===== config.mk =====
export PLATFORM = sky130hd
export DESIGN_NAME = lsb_stego_embed_extract_core
export DESIGN_NICKNAME = d
export VERILOG_FILES = /design/src/sv/lsbse_pkg.sv /design/src/sv/lsb_stego_embed_extract_core.sv /design/src/sv/lsbse_in_reg.sv /design/src/sv/lsbse_step.sv
export SDC_FILE = /design/constraint.sdc
export NUM_CORES = 1
export LEC_CHECK = 0
export BUFFER_PORTS_ARGS = -buffer_cell sky130_fd_sc_hd__buf_2
export CORE_MARGIN = 3
export CORE_UTILIZATION = 50
export DETAILED_ROUTE_END_ITERATION = 10
export PLACE_DENSITY_LB_ADDON = 0.15
export SYNTH_ARGS = -nofsm -noshare
export SYNTH_HDL_FRONTEND = slang
export SYNTH_SLANG_ARGS = --single-unit

===== constraint.sdc =====
create_clock -name i_clk -period 5.05 [get_ports i_clk]
set_input_delay 0.7575 -clock i_clk [delete_from_list [all_inputs] [get_ports i_clk]]
set_output_delay 0.7575 -clock i_clk [all_outputs]
set_load 0.02 [all_outputs]

===== src/sv/lsbse_pkg.sv =====
// ----------------------------------------------------------------------------
// lsbse_pkg
// shared types and constants of the lsb embed / extract core
// ----------------------------------------------------------------------------
`default_nettype none

package lsbse_pkg;

    localparam int unsigned CFG_IDX_W  = 2;
    localparam int unsigned CFG_DATA_W = 16;

    localparam logic [CFG_IDX_W-1:0] CFG_MODE         = 2'd0;
    localparam logic [CFG_IDX_W-1:0] CFG_HEADER_BYTES = 2'd1;
    localparam logic [CFG_IDX_W-1:0] CFG_START_MARKER = 2'd2;
    localparam logic [CFG_IDX_W-1:0] CFG_END_MARKER   = 2'd3;

    localparam logic [2:0] LAST_BIT = 3'd7;

    localparam logic       MODE_EXTRACT = 1'b0;
    localparam logic       MODE_EMBED   = 1'b1;

    localparam logic [1:0] ST_NONE   = 2'd0;
    localparam logic [1:0] ST_CHAR   = 2'd1;
    localparam logic [1:0] ST_NO_MSG = 2'd2;
    localparam logic [1:0] ST_END    = 2'd3;

    typedef struct packed {
        logic        mode;
        logic [15:0] header_bytes;
        logic [7:0]  start_marker;
        logic [7:0]  end_marker;
    } t_cfg;

    typedef struct packed {
        logic       frame_start;
        logic [7:0] cover_byte;
        logic [7:0] message_char;
        logic       char_present;
    } t_item;

    typedef struct packed {
        logic [7:0] out_byte;
        logic [7:0] char_out;
        logic [1:0] status;
    } t_result;

endpackage

`default_nettype wire


===== src/sv/lsb_stego_embed_extract_core.sv =====
// ----------------------------------------------------------------------------
// lsb_stego_embed_extract_core
// hides message characters in image byte lsbs, or recovers them
// ----------------------------------------------------------------------------
// One image byte enters per beat on the s_axis channel, one result beat
// leaves per input beat on the m_axis channel, in order.
// Registers are set through i_cfg_we / i_cfg_idx / i_cfg_wdata (0 mode,
// 1 header byte count, 2 start marker, 3 end marker); the user must write
// them only while the block is idle, the block itself does not enforce it.
// Beats pass an input register, then byte logic, into the result register.
// Throughput is one beat per cycle while the receiver keeps up; the frame
// state update (bit slot, gather shift, header count) allows that rate.
// When the receiver stalls, the result register holds its beat, the input
// register takes one more beat only if empty, then s_axis_tready drops.
// Synchronous reset empties both stages, loads the register defaults
// (extract, 54 header bytes, markers 2 and 3) and clears frame state, so
// bytes before the first frame start are treated as payload.
// ----------------------------------------------------------------------------
`default_nettype none

module lsb_stego_embed_extract_core
    import lsbse_pkg::*;
(
    input  wire logic                  i_clk,
    input  wire logic                  i_rst_n,
    input  wire logic                  i_cfg_we,
    input  wire logic [CFG_IDX_W-1:0]  i_cfg_idx,
    input  wire logic [CFG_DATA_W-1:0] i_cfg_wdata,
    input  wire logic                  s_axis_tvalid,
    output logic                       s_axis_tready,
    input  wire logic [15:0]           s_axis_tdata,  // cover_byte, message_char
    input  wire logic [1:0]            s_axis_tuser,  // frame_start, char_present
    output logic                       m_axis_tvalid,
    input  wire logic                  m_axis_tready,
    output logic [15:0]                m_axis_tdata,  // out_byte, char_out
    output logic [1:0]                 m_axis_tuser   // status
);

    t_cfg    r_cfg;
    t_item   in_item;
    t_item   q_item;
    logic    q_valid;
    logic    take;
    t_result result;

    always_ff @(posedge i_clk) begin
        if (!i_rst_n) begin
            r_cfg.mode         <= MODE_EXTRACT;
            r_cfg.header_bytes <= 16'd54;
            r_cfg.start_marker <= 8'd2;
            r_cfg.end_marker   <= 8'd3;
        end else if (i_cfg_we) begin
            case (i_cfg_idx)
                CFG_MODE:         r_cfg.mode         <= i_cfg_wdata[0];
                CFG_HEADER_BYTES: r_cfg.header_bytes <= i_cfg_wdata;
                CFG_START_MARKER: r_cfg.start_marker <= i_cfg_wdata[7:0];
                CFG_END_MARKER:   r_cfg.end_marker   <= i_cfg_wdata[7:0];
                default: begin
                end
            endcase
        end
    end

    assign in_item.frame_start  = s_axis_tuser[0];
    assign in_item.char_present = s_axis_tuser[1];
    assign in_item.cover_byte   = s_axis_tdata[7:0];
    assign in_item.message_char = s_axis_tdata[15:8];

    lsbse_in_reg u_in_reg (
        .i_clk   (i_clk),
        .i_rst_n (i_rst_n),
        .i_valid (s_axis_tvalid),
        .o_ready (s_axis_tready),
        .i_item  (in_item),
        .o_valid (q_valid),
        .i_take  (take),
        .o_item  (q_item)
    );

    lsbse_step u_step (
        .i_clk    (i_clk),
        .i_rst_n  (i_rst_n),
        .i_cfg    (r_cfg),
        .i_valid  (q_valid),
        .i_item   (q_item),
        .o_take   (take),
        .o_valid  (m_axis_tvalid),
        .i_ready  (m_axis_tready),
        .o_result (result)
    );

    assign m_axis_tdata = {result.char_out, result.out_byte};
    assign m_axis_tuser = result.status;

endmodule

`default_nettype wire


===== src/sv/lsbse_in_reg.sv =====
// ----------------------------------------------------------------------------
// lsbse_in_reg
// input register stage, holds one beat while the result side is stalled
// ----------------------------------------------------------------------------
`default_nettype none

module lsbse_in_reg
    import lsbse_pkg::*;
(
    input  wire logic  i_clk,
    input  wire logic  i_rst_n,
    input  wire logic  i_valid,
    output logic       o_ready,
    input  wire t_item i_item,
    output logic       o_valid,
    input  wire logic  i_take,
    output t_item      o_item
);

    logic  r_valid;
    logic  n_valid;
    t_item r_item;

    assign o_ready = !r_valid || i_take;
    assign o_valid = r_valid;
    assign o_item  = r_item;

    always_comb begin
        n_valid = r_valid;
        if (o_ready) begin
            n_valid = i_valid;
        end
    end

    always_ff @(posedge i_clk) begin
        if (!i_rst_n) begin
            r_valid <= 1'b0;
        end else begin
            r_valid <= n_valid;
        end
    end

    always_ff @(posedge i_clk) begin
        if (o_ready && i_valid) begin
            r_item <= i_item;
        end
    end

endmodule

`default_nettype wire


===== src/sv/lsbse_step.sv =====
// ----------------------------------------------------------------------------
// lsbse_step
// per-byte embed / extract logic, frame state and the result register
// ----------------------------------------------------------------------------
`default_nettype none

module lsbse_step
    import lsbse_pkg::*;
(
    input  wire logic  i_clk,
    input  wire logic  i_rst_n,
    input  wire t_cfg  i_cfg,
    input  wire logic  i_valid,
    input  wire t_item i_item,
    output logic       o_take,
    output logic       o_valid,
    input  wire logic  i_ready,
    output t_result    o_result
);

    logic [15:0] r_header_left, n_header_left;
    logic [2:0]  r_bit_slot, n_bit_slot;
    logic [7:0]  r_held_char, n_held_char;
    logic [7:0]  r_gather_shift, n_gather_shift;
    logic        r_first_pending, n_first_pending;
    logic        r_finished, n_finished;
    logic        r_out_valid, n_out_valid;
    t_result     r_result, n_result;

    // state as seen after an optional frame start on this beat
    logic [15:0] hl;
    logic [2:0]  slot;
    logic [7:0]  held;
    logic [7:0]  gs;
    logic        fcp;
    logic        fin;

    assign o_take   = i_valid && (!r_out_valid || i_ready);
    assign o_valid  = r_out_valid;
    assign o_result = r_result;

    always_comb begin
        hl   = i_item.frame_start ? i_cfg.header_bytes : r_header_left;
        slot = i_item.frame_start ? 3'd0 : r_bit_slot;
        held = i_item.frame_start ? 8'd0 : r_held_char;
        gs   = i_item.frame_start ? 8'd0 : r_gather_shift;
        fcp  = i_item.frame_start ? 1'b1 : r_first_pending;
        fin  = i_item.frame_start ? 1'b0 : r_finished;

        n_header_left   = hl;
        n_bit_slot      = slot;
        n_held_char     = held;
        n_gather_shift  = gs;
        n_first_pending = fcp;
        n_finished      = fin;

        n_result.out_byte = i_item.cover_byte;
        n_result.char_out = 8'd0;
        n_result.status   = ST_NONE;

        if (hl != 16'd0) begin
            n_header_left = hl - 16'd1;
        end else if (fin) begin
            // pass through until next frame
        end else if (i_cfg.mode == MODE_EMBED) begin
            if (slot == 3'd0 && !i_item.char_present) begin
                n_finished = 1'b1;
            end else begin
                if (slot == 3'd0) begin
                    n_held_char = i_item.message_char;
                end
                n_result.out_byte = {i_item.cover_byte[7:1], n_held_char[LAST_BIT - slot]};
                n_bit_slot        = slot + 3'd1;
            end
        end else begin
            n_gather_shift = {gs[6:0], i_item.cover_byte[0]};
            n_bit_slot     = slot + 3'd1;
            if (slot == LAST_BIT) begin
                if (fcp) begin
                    n_first_pending = 1'b0;
                    if (n_gather_shift != i_cfg.start_marker) begin
                        n_result.status = ST_NO_MSG;
                        n_finished      = 1'b1;
                    end else if (n_gather_shift == i_cfg.end_marker) begin
                        n_result.status = ST_END;
                        n_finished      = 1'b1;
                    end
                end else if (n_gather_shift == i_cfg.end_marker) begin
                    n_result.status = ST_END;
                    n_finished      = 1'b1;
                end else begin
                    n_result.status   = ST_CHAR;
                    n_result.char_out = n_gather_shift;
                end
            end
        end
    end

    always_comb begin
        n_out_valid = r_out_valid;
        if (o_take) begin
            n_out_valid = 1'b1;
        end else if (i_ready) begin
            n_out_valid = 1'b0;
        end
    end

    always_ff @(posedge i_clk) begin
        if (!i_rst_n) begin
            r_header_left   <= 16'd0;
            r_bit_slot      <= 3'd0;
            r_held_char     <= 8'd0;
            r_gather_shift  <= 8'd0;
            r_first_pending <= 1'b1;
            r_finished      <= 1'b0;
            r_out_valid     <= 1'b0;
        end else begin
            r_out_valid <= n_out_valid;
            if (o_take) begin
                r_header_left   <= n_header_left;
                r_bit_slot      <= n_bit_slot;
                r_held_char     <= n_held_char;
                r_gather_shift  <= n_gather_shift;
                r_first_pending <= n_first_pending;
                r_finished      <= n_finished;
            end
        end
    end

    always_ff @(posedge i_clk) begin
        if (o_take) begin
            r_result <= n_result;
        end
    end

endmodule

`default_nettype wire


Word level (Yosys, flattened, before mapping)
Index checks and enable logic that the tools add are counted.
{"block": "op_classes", "reduce_logical": 18, "n_eq_ne": 6, "bitwise_logic": 1, "magnitude_cmp": 1, "mux": 51, "n_addsub": 3}
{"cell": "8-bit two-way mux", "n": 16}
{"cell": "16-bit two-way mux", "n": 2}
{"cell": "11-bit two-way mux", "n": 2}
{"cell": "10-bit two-way mux", "n": 2}
{"cell": "1-bit two-way mux", "n": 19}
{"cell": "16-bit nonzero test", "n": 1}
{"cell": "16-bit by 1-bit subtractor with 16-bit output (second input constant)", "n": 1}
{"cell": "3-bit two-way mux", "n": 5}
{"cell": "8-bit == test", "n": 1}
{"cell": "2-bit two-way mux", "n": 4}
{"cell": "8-bit inequality test", "n": 1}
{"cell": "2-bit AND reduction", "n": 4}
{"cell": "6-bit OR reduction", "n": 1}
{"cell": "2-bit == test (second input constant)", "n": 2}
{"cell": "3-bit by 4-bit < comparator with 1-bit output (second input constant)", "n": 1}
{"cell": "4-bit OR reduction", "n": 1}
{"cell": "3-bit by 1-bit adder with 3-bit output (second input constant)", "n": 1}
{"cell": "1-bit binary-select mux with 3-bit select", "n": 1}
{"cell": "3-bit == test (second input constant)", "n": 1}
{"cell": "1-bit logical AND", "n": 3}
{"cell": "1-bit zero test", "n": 3}
{"cell": "3-bit zero test", "n": 1}
{"cell": "3-bit subtractor (first input constant)", "n": 1}
{"cell": "2-bit by 1-bit == test with 1-bit output (second input constant)", "n": 1}
{"cell": "4 further kinds", "n": 5}
{"block": "totals", "register_bits": 108, "output_inout_bits": 20, "wordCells": 99}

Longest topological paths before layout
Gate-level depths: netlist of run 1.
{"block": "logic_depth", "ltp_word": 13, "mapped_depth": 14}

Cells and area by module
A second synthesis of run 1 with hierarchy kept.
{"block": "unflattened", "hier_cells": 542, "hier_area_um2": 5464.0}
{"mod": "lsbse_step", "seq_area_each_um2": 1281.2, "area_each_um2": 3534.6, "cells_per_inst": 385, "n_inst": 1}
{"mod": "lsb_stego_embed_extract_core", "seq_area_each_um2": 660.6, "area_each_um2": 1331.3, "cells_per_inst": 134, "n_inst": 1}
{"mod": "lsbse_in_reg", "seq_area_each_um2": 560.5, "area_each_um2": 598.1, "cells_per_inst": 23, "n_inst": 1}

Least setup slack after synthesis of run 1
Ideal clock, no wire load.
{"block": "synth_path", "path_type": "register -> register", "start": "register u_in_reg.r_item (netlist bit u_in_reg.o_item[17])", "end": "register u_step.r_gather_shift[0]", "setup_time_ns": 0.117, "arrival_time_ns": 3.437, "synth_period_minus_slack_ns": 3.554, "path_slack_ns": 1.496, "required_time_ns": 4.933, "path_stages_with_launch": 14, "n_path_buf": 5, "path_cell_list": "edfxtp_1 > buf_4 > buf_2 > clkbuf_1 > clkbuf_1 > buf_2 > mux2i_1 > ha_1 > nor3b_1 > a32o_1 > nand3_1 > or3_4 > o31a_4 > a22o_1"}
{"block": "synth_via", "elab_chain_len": 4}
{"item": "start, declared", "line_no": "lsbse_in_reg.sv:22", "text": "t_item r_item;"}
{"item": "start signal, assigned", "line_no": "lsbse_in_reg.sv:45", "text": "r_item <= i_item;"}
{"item": "8-bit two-way mux", "line_no": "lsbse_step.sv:46", "text": "gs = i_item.frame_start ? 8'd0 : r_gather_shift;"}
{"item": "8-bit two-way mux", "line_no": "lsbse_step.sv:65", "text": "end else if (i_cfg.mode == MODE_EMBED) begin"}
{"item": "8-bit two-way mux", "line_no": "lsbse_step.sv:63", "text": "end else if (fin) begin"}
{"item": "8-bit two-way mux *", "line_no": "lsbse_step.sv:61", "text": "if (hl != 16'd0) begin"}
{"item": "end signal, assigned", "line_no": "lsbse_step.sv:123", "text": "r_gather_shift <= n_gather_shift;"}
{"item": "end, declared", "line_no": "lsbse_step.sv:24", "text": "logic [7:0] r_gather_shift, n_gather_shift;"}
Every way passes the cells marked *; elsewhere a longest branch is shown, timed or not.
A chain may end at the register's enable or synchronous reset.

Worst setup path in the final report of run 1
{"block": "layout_path", "start": "register u_in_reg.r_item (netlist bit u_in_reg.o_item[17])", "end": "register u_step.r_held_char[3]"}
{"block": "layout_via", "elab_chain_len": 11}
{"item": "3-bit two-way mux", "line_no": "lsbse_step.sv:44", "text": "slot = i_item.frame_start ? 3'd0 : r_bit_slot;"}
{"item": "3-bit zero test", "line_no": "lsbse_step.sv:66, lsbse_step.sv:69"}
{"item": "8-bit two-way mux", "line_no": "lsbse_step.sv:69", "text": "if (slot == 3'd0) begin"}
{"item": "8-bit two-way mux", "line_no": "lsbse_step.sv:66", "text": "if (slot == 3'd0 && !i_item.char_present) begin"}
{"item": "8-bit two-way mux", "line_no": "lsbse_step.sv:65"}
{"item": "8-bit two-way mux", "line_no": "lsbse_step.sv:63"}
{"item": "8-bit two-way mux", "line_no": "lsbse_step.sv:61"}
{"item": "8-bit two-way mux", "line_no": "lsbse_step.sv:66"}
{"item": "8-bit two-way mux", "line_no": "lsbse_step.sv:65"}
{"item": "8-bit two-way mux", "line_no": "lsbse_step.sv:63"}
{"item": "8-bit two-way mux *", "line_no": "lsbse_step.sv:61"}
{"item": "end signal, assigned", "line_no": "lsbse_step.sv:122", "text": "r_held_char <= n_held_char;"}
{"item": "end, declared", "line_no": "lsbse_step.sv:23", "text": "logic [7:0] r_held_char, n_held_char;"}
Every way passes the cells marked *; elsewhere a longest branch is shown, timed or not. The select of a mux whose other input is x is not followed.

==> qor.yml, run 1 <==
synth_area_per_cell_um2: 9.15
coreArea_mm2: 0.00995
synth_most_common_cell: "nand2_1"
synthSimpleGateAreaFrac: 0.231
routed_wl_um: 12000
cts_tree: "built"
fmax_ghz: 0.314
yosys.area_share.adder: 0.0120
regArea_mm2: 0.00250
synth_area_mm2: 0.00520
pin_count: 61
fp.dieW_um: 108
synth.yosys.seq_area_share: 0.481
relSlewSlack: 0.397
cp_max_fo: 62
antenna_found_initial: 0
leakage_nw: 2.11
p_total_w: 0.00174
synth_fp_nets: 614
yosys_most_used_dff: "dfxtp_1"
required_ns: 5.36
grt_pass1_vias: 4119
synth_top_family_by_area: "simple AND/OR/NAND/NOR gates"
ys_ff_latch: 107
yosys_warnings: 0
rsz0062_at_grt: "false"
holdBufCountCts: 0
dp_hpwl_um: 8500
hold_class: "flop to flop"
synth_area_leaders: "dfxtp_1, edfxtp_1, nand2_1, a21oi_1, mux2i_1"
cts_resized: 0
placed_area_mm2: 0.00558
stdcell_area_mm2: 0.00581
insertion_delay_ns: 0.37
place_congestion: 0.903
htreeDepth: 3
status: "finished clean"
cts-root-buf: "clkbuf_8"
vias: 4389
ant_nets: 0
postSynth.asyncResetShare: 0
ir_drop_mv: 0.231
gr-total-overflow: 0
utilization: 0.583
synth_top_area_share: 0.273
pre_cts_slack_ns: 1.64
setup_slack_ns: 1.87
postCtsSetupBuffers: 0
drc: 0
finalNetCount: 660
wl_per_cell_um: 16.0
arrival_ns: 3.49
clk_pin_slew_ns: 0.11
diodes: 0
cts_sinks: 107
cts_buffer_depth: 2
hold_viol_final: 0
synthToLayoutAreaGrowth_pct: 11.7
grt_max_degree: 63
synth_compound_area_frac: 0.183
reg2regPathDepth: 7
synthDistinctLibCells: 71
critPathLaunchType: "flop"
synth_common_cells: "nand2_1, dfxtp_1, a21oi_1, nor2_1, edfxtp_1"
final_layout_size_suffix_gt1_frac: 0.158
die_area_mm2: 0.0117
powerDensity_mw_per_mm2: 299
synth_top_area_cell: "dfxtp_1"
drv_cap: 0
fin_worst_skew_ns: 0.0174
portBuffers: 60
period_minus_slack_ns: 3.18
drt_iter0_markers: 207
grt_pass1_wl_um: 20100
period_share: 0.630
fp.dieH_um: 108
min_path_cells: 0
setup_tns_ns: 0
fillers: 899
setup_viol: 0
grt_usage: 0.217
synth_edf_count: 36
critPathKind: "flop to flop"
worst_pin_slew_ns: 0.897
maxSlewViolCount: 0
vias_per_cell: 5.84
cts_inserted_buffers: 9
drt_first_pass_iters: 5
synth_mux_area_frac: 0.0414
multi_input_area_mm2: 0.00254
synth_cells: 568
yosys.area_share.xor_xnor: 0.0202
cp-end-kind: "flop"
placementRows: 36
start_util: 0.522
[worst max-delay path, stage by stage, from the launching register on]
cell,delay (ns)
edfxtp_1,0.44
buf_4,0.56
inv_1,0.46
nand2_1,0.20
ha_1,0.33
nand4_1,0.17
nor3_1,0.72
a22o_1,0.23
[routing by layer]
metal	GRT usage	wire length (um)	vias up
li1	-	-	2155
met1	0.280	5400	2063
met2	0.356	5660	139
met3	0.0460	612	32
met4	0.0866	371	0
met5	0	0	-
[final timing paths]
kind,startpoint,slack [ns],endpoint
worst max-delay path,u_in_reg.o_item[17],1.87,u_step.r_held_char[3]
worst min-delay path,u_in_reg.o_item[14],0.43,u_step.o_result[15]
worst max register to register,u_in_reg.o_item[17],1.87,u_step.r_held_char[3]
worst min register to register,u_in_reg.o_item[14],0.43,u_step.o_result[15]
[area by class of cell]
type / instances / area share
Inverter: 12 / 0.00776
Multi-Input combinational cell: 420 / 0.437
Clock buffer: 9 / 0.0213
Sequential cell: 107 / 0.431
Clock inverter: 7 / 0.0177
Timing Repair Buffer: 64 / 0.0569
Tap cell: 133 / 0.0287
[stage by stage]
stage,hold slack (ns),instances
after floorplan,0.400,568
after global placement,0.403,736
after detailed placement,0.406,736
after CTS,0.433,752
after global routing,0.442,752
final,0.429,752
[registers in the layout, indices dropped and copies added, names as in the netlist]
name	count
r_cfg	33
u_in_reg.o_item	18
u_step.o_result	18
u_step.r_header_left	16
u_step.r_held_char	8
u_step.r_gather_shift	7
u_step.r_bit_slot	3
u_in_reg.o_valid	1
u_step.o_valid	1
u_step.r_finished	1
u_step.r_first_pending	1
[where the power goes]
group / total, W / internal [W] / switching (W)
clock network: 0.000575 / 0.000248 / 0.000326
registers: 0.000955 / 0.000924 / 0.0000305
logic: 0.000209 / 0.0000793 / 0.000129
total: 0.00174 / 0.00125 / 0.000486
[kinds of logic after synthesis]
group,Yosys count
flip-flops,107
multiplexers,21
adder cells (fa/ha/maj),5
AND/OR/NAND/NOR,240
XOR/XNOR,12
AO/OA/AOI/OAI,142
buffers and inverters,41
[cells in the final DEF (no fill, tap or decap), types with 3 or more instances in the layout]
cell,n
a211oi_1,5
a21oi_1,46
a221oi_1,3
a22o_1,16
a31oi_1,6
a32o_1,4
and3_1,3
buf_2,60
buf_4,4
clkbuf_8,9
dfxtp_1,71
edfxtp_1,36
ha_1,5
inv_1,10
mux2_2,4
mux2i_1,17
nand2_1,107
nand2b_1,3
nand3_1,16
nor2_1,43
nor2b_1,8
nor3_1,17
nor3b_1,8
nor4_1,4
nor4bb_1,5
o211ai_1,3
o21ai_0,30
o21bai_1,3
or3_1,3
or4_1,3
xnor2_1,8
xor2_1,4
Note: power is estimated with default switching activity, not from simulation.
==> inputs of run 2 (changes only) <==
ABC_AREA = 1   (was default)
clock period = 3.2 ns   (was 5.05 ns; I/O delays follow)
==> run 2 against run 1 <==
Count of clock-buffer cells in the layout is the same. Worst hold slack lost 0.16 ns. Largest cell class is now registers. Largest power group unchanged. Die area grew 4.0%.
==> qor.yml, run 2 <==
cts_resized: 0
period_share: 0.808
synth_area_leaders: "dfxtp_1, edfxtp_1, nand2_1, o21ai_0, nor2_1"
yosys_warnings: 0
setup_viol: 0
synth_area_per_cell_um2: 7.51
ys_ff_latch: 107
drt_iter0_markers: 328
powerDensity_mw_per_mm2: 440
clk_pin_slew_ns: 0.10
arrival_ns: 2.72
antenna_found_initial: 0
final_cell_mix: "nand2_1, nor2_1, dfxtp_1"
portBuffers: 60
synth_common_cells: "nand2_1, dfxtp_1, nor2_1, inv_1, o21ai_0"
cp_max_fo: 29
routed_wl_um: 12900
critPathLaunchType: "flop"
grt_max_degree: 51
synthToLayoutAreaGrowth_pct: 10.4
ant_nets: 0
hold_viol_final: 0
fp.dieH_um: 110
synth_top_area_share: 0.262
regArea_mm2: 0.00250
cts_buffer_depth: 2
drc: 0
cts-root-buf: "clkbuf_8"
rsz0062_at_grt: "false"
coreArea_mm2: 0.0104
cts_inserted_buffers: 9
fin_worst_skew_ns: 0.0115
hold_end: "u_in_reg.o_item[15]"
placementRows: 37
reg2regPathDepth: 10
drv_cap: 0
holdBufCountCts: 0
dp.cells: 897
cts_sinks: 107
fmax_ghz: 0.387
cp-end-kind: "flop"
crit_path_cell_trace: "inv_2 > buf_4 > nand2_1 > nand2_1 > or2_1 > nand2_1 > inv_2 > nand3_4 > inv_2 > o21ai_1"
ir_drop_mv: 0.212
postCtsSetupBuffers: 0
p_comb_frac: 0.137
min_path_cells: 1
required_ns: 3.34
stdcell_count: 913
diodes: 0
grt_pass1_vias: 4458
critPathKind: "flop to flop"
final_layout_size_suffix_gt1_frac: 0.148
p_total_w: 0.00264
grt_pass1_wl_um: 21100
synth_area_mm2: 0.00542
leakage_nw: 2.53
hp-start: "s_axis_tdata[6]"
worst_pin_slew_ns: 0.757
fillers: 1025
fp.dieW_um: 110
yosys_most_used_dff: "dfxtp_1"
synth_most_common_cell: "nand2_1"
pin_count: 61
finalNetCount: 818
postSynth.asyncResetShare: 0
place_congestion: 0.944
synth_fp_nets: 768
r2r_end: "u_step.o_result[10]"
multi_input_area_mm2: 0.00249
synth_edf_count: 36
gr-total-overflow: 0
maxSlewViolCount: 0
pre_cts_slack_ns: 0.672
p_sw_w: 0.000763
regToRegStartpoint: "u_in_reg.o_item[17]"
relSlewSlack: 0.495
cp_slowest_cell: "edfxtp_1"
synthDistinctLibCells: 37
r2r_slack_ns: 0.61
setup_tns_ns: 0
synth_cells: 722
hold_class: "input port to flop"
wl_per_cell_um: 14.2
dp_hpwl_um: 9210
synth.yosys.seq_area_share: 0.461
pwr-share-seq: 0.569
p_sw_frac: 0.290
cts_tree: "built"
die_area_mm2: 0.0121
period_minus_slack_ns: 2.59
internal-power_w: 0.00187
start_util: 0.521
largest_register_ffs: 33
vias_per_cell: 5.21
max_stage_delay_ns: 0.49
drt_first_pass_iters: 5
layout_commonest_cell: "nand2_1"
setup_slack_ns: 0.615
htreeDepth: 3
status: "finished clean"
vias: 4761
grt_usage: 0.222
synth_top_area_cell: "dfxtp_1"
top_register: "r_cfg"
clockPowerShare: 0.295
insertion_delay_ns: 0.38
[run 2: metal layers]
metal / up-vias / global-route usage / part of all wire
met3: 18 / 0.0227 / 0.036
met2: 101 / 0.382 / 0.48
met4: 0 / 0.0853 / 0.019
li1: 2453 / - / -
met1: 2189 / 0.287 / 0.46
met5: - / 0 / 0
[run 2: metrics by stage]
stage | util | area [um2] | hold WS [ns]
after floorplan | - | 5420 | 0.400
after global placement | 0.558 | 5810 | 0.400
after detailed placement | 0.558 | 5810 | 0.416
after CTS | 0.575 | 5990 | 0.250
after global routing | 0.575 | 5990 | 0.252
final | 0.575 | 5990 | 0.270
[run 2: how the worst max path moves through the flow]
stage | endpoint | startpoint | cells past startpoint
2_1_floorplan | u_step.o_result[10] | u_in_reg.o_item[17] | 14
3_3_place_gp | u_step.o_result[10] | u_in_reg.o_item[17] | 10
3_5_place_dp | u_step.o_result[10] | u_in_reg.o_item[17] | 10
4_1_cts | u_step.r_held_char[3] | u_in_reg.o_item[17] | 11
5_1_grt | u_step.r_held_char[1] | u_in_reg.o_item[17] | 11
6_report | u_step.o_result[10] | u_in_reg.o_item[17] | 10
[run 2: kinds of logic after synthesis]
logic type / after synthesis / share of synthesized area
fa+ha+maj: 5 / 0.0115
mux: 7 / 0.0129
flops: 107 / 0.461
compound gates: 140 / 0.136
xor+xnor: 16 / 0.0258
simple gates: 344 / 0.274
buf+inv: 103 / 0.0784
[run 2: worst max-delay path: cells and delay by family (launching register included)]
family	cells	cell delay, ns
simple gates	5	0.99
flops	1	0.49
buf+inv	4	0.82
compound gates	1	0.06
[run 2: area by class of cell]
type / count / area share
clock buffers: 9 / 0.0207
clock inverters: 7 / 0.00857
inverters: 72 / 0.0451
multi-input cells: 512 / 0.417
flip-flops and latches: 107 / 0.418
well taps: 136 / 0.0284
repair buffers: 70 / 0.0627
[run 2: power groups by stage]
stage | sequential (W) | combinational (W) | clock, W
floorplan | 0.00153 | 0.000247 | 0
global placement | 0.00153 | 0.000355 | 0
detailed placement | 0.00153 | 0.000359 | 0
CTS | 0.00150 | 0.000361 | 0.000797
global route | 0.00151 | 0.000410 | 0.000840
finish | 0.00150 | 0.000360 | 0.000777
==> inputs of run 3 (changes only) <==
ABC_AREA = 0   (was 1)
clock period = 2.5 ns   (was 3.2 ns; I/O delays follow)
==> run 3 against run 2 <==
The run now ends with setup timing left. Via count shrank 3.1%. Core utilization up 6.4 points. First-iteration DRC count is 29% lower. Register-to-register slack worse by 0.62 ns. Power rose by 34%. Clock power up 35%. Combinational power grew 54%. Worst hold slack worse by 0.11 ns. Clock skew is 0.00067 ns higher. Maximum frequency increased by 3.4%.
==> qor.yml, run 3 (synthesis gave the netlist of run 1 again) <==
violations: "setup timing"
cp_max_fo: 10
drv_cap: 0
final_layout_size_suffix_gt1_frac: 0.264
ant_nets: 0
cts-root-buf: "clkbuf_8"
cts_sinks: 107
hold_ws_ns: 0.160
worst_pin_slew_ns: 0.872
vias_per_cell: 5.74
cts_inserted_buffers: 9
fmax_ghz: 0.400
hold_viol_final: 0
stdcell_count: 804
fp.dieH_um: 108
powerDensity_mw_per_mm2: 554
period_minus_slack_ns: 2.50
status: "finished, violations left"
grt_pass1_vias: 4340
final_cell_mix: "nand2_1, dfxtp_1, buf_2"
clk_pin_slew_ns: 0.11
critPathLaunchType: "flop"
drt_iter0_markers: 233
pin_count: 61
holdBufCountCts: 0
pre_cts_slack_ns: -0.105
largest_register_ffs: 33
grt_pass1_wl_um: 21200
cts_tree: "built"
fin_worst_skew_ns: 0.0122
fp.dieW_um: 108
leakage_nw: 2.39
finalNetCount: 712
grt_usage: 0.230
drc: 0
period_share: 1.00
routed_wl_um: 13300
coreArea_mm2: 0.00995
hold_class: "input port to flop"
synthToLayoutAreaGrowth_pct: 22.2
cts_buffer_depth: 2
relSlewSlack: 0.419
top_register: "r_cfg"
stdcell_area_mm2: 0.00636
critPathKind: "flop to flop"
htreeDepth: 3
rsz0062_at_grt: "true"
placementRows: 36
wl_per_cell_um: 16.5
setup_slack_ns: -0.00154
gr-total-overflow: 0
placed_area_mm2: 0.00599
portBuffers: 60
cp-end-kind: "flop"
maxSlewViolCount: 0
drt_first_pass_iters: 4
dp_hpwl_um: 9360
setup_viol: 1
place_congestion: 0.890
diodes: 0
arrival_ns: 2.79
insertion_delay_ns: 0.38
layout_commonest_cell: "nand2_1"
grt_max_degree: 29
vias: 4613
dp.cells: 781
start_util: 0.522
required_ns: 2.78
r2r_slack_ns: -0.002
utilization: 0.639
die_area_mm2: 0.0117
ir_drop_mv: 0.427
antenna_found_initial: 0
-- run 3: path summary, 6_finish.rpt --
kind / start / to / cells after the start
max reg2reg: u_in_reg.o_item[17] / u_step.r_gather_shift[6] / 9
min reg2reg: u_in_reg.o_item[15] / u_step.o_result[16] / 0
max: u_in_reg.o_item[17] / u_step.r_gather_shift[6] / 9
min: s_axis_tdata[14] / u_in_reg.o_item[7] / 1
-- run 3: routing by layer --
metal  GRT usage  vias up  routed length, um
met2       0.382      156               6530
met4      0.0884        0                303
met1       0.298     2180               5770
met3      0.0424       21                684
met5           0        -                  0
li1            -     2256                  -
-- run 3: layout make-up --
cell class / instances / area (um2)
inverter: 12 / 45.0
fill: 847 / 3600
sequential: 107 / 2500
multi-input combinational: 420 / 2710
clock inverter: 7 / 66.3
tap: 133 / 166
timing repair buffer: 116 / 741
clock buffer: 9 / 124
-- run 3: where the power goes --
group	internal, W	total [W]	switching, W
combinational	0.000240	0.000555	0.000315
sequential	0.00187	0.00192	0.0000522
clock	0.000391	0.00105	0.000655
total	0.00250	0.00352	0.00102
-- run 3: worst max-delay path, cell delays in order (launching register included) --
cell and delay (ns):
edfxtp_1 0.39, buf_12 0.15, mux2i_4 0.27, ha_4 0.17, nor3b_4 0.20, a32o_2 0.17, nand3_2 0.07, or3_4 0.40
o31a_4 0.33, a22o_1 0.24
-- run 3: stage by stage --
stage	total power, W	TNS, ns
after global placement	0.00246	-0.219
after floorplan	0.00228	-12.84
final	0.00352	-0.00154
after global routing	0.00366	-2.68
after detailed placement	0.00247	-1.81
after CTS	0.00352	0
-- run 3: timing repair --
item / CTS / global route
pin swaps: 3 / 4
endpoints found under the setup margin: 26 / 37
gates resized for setup: 4 / 23
buffers inserted: 3 / 4
cloned: 0 / 0
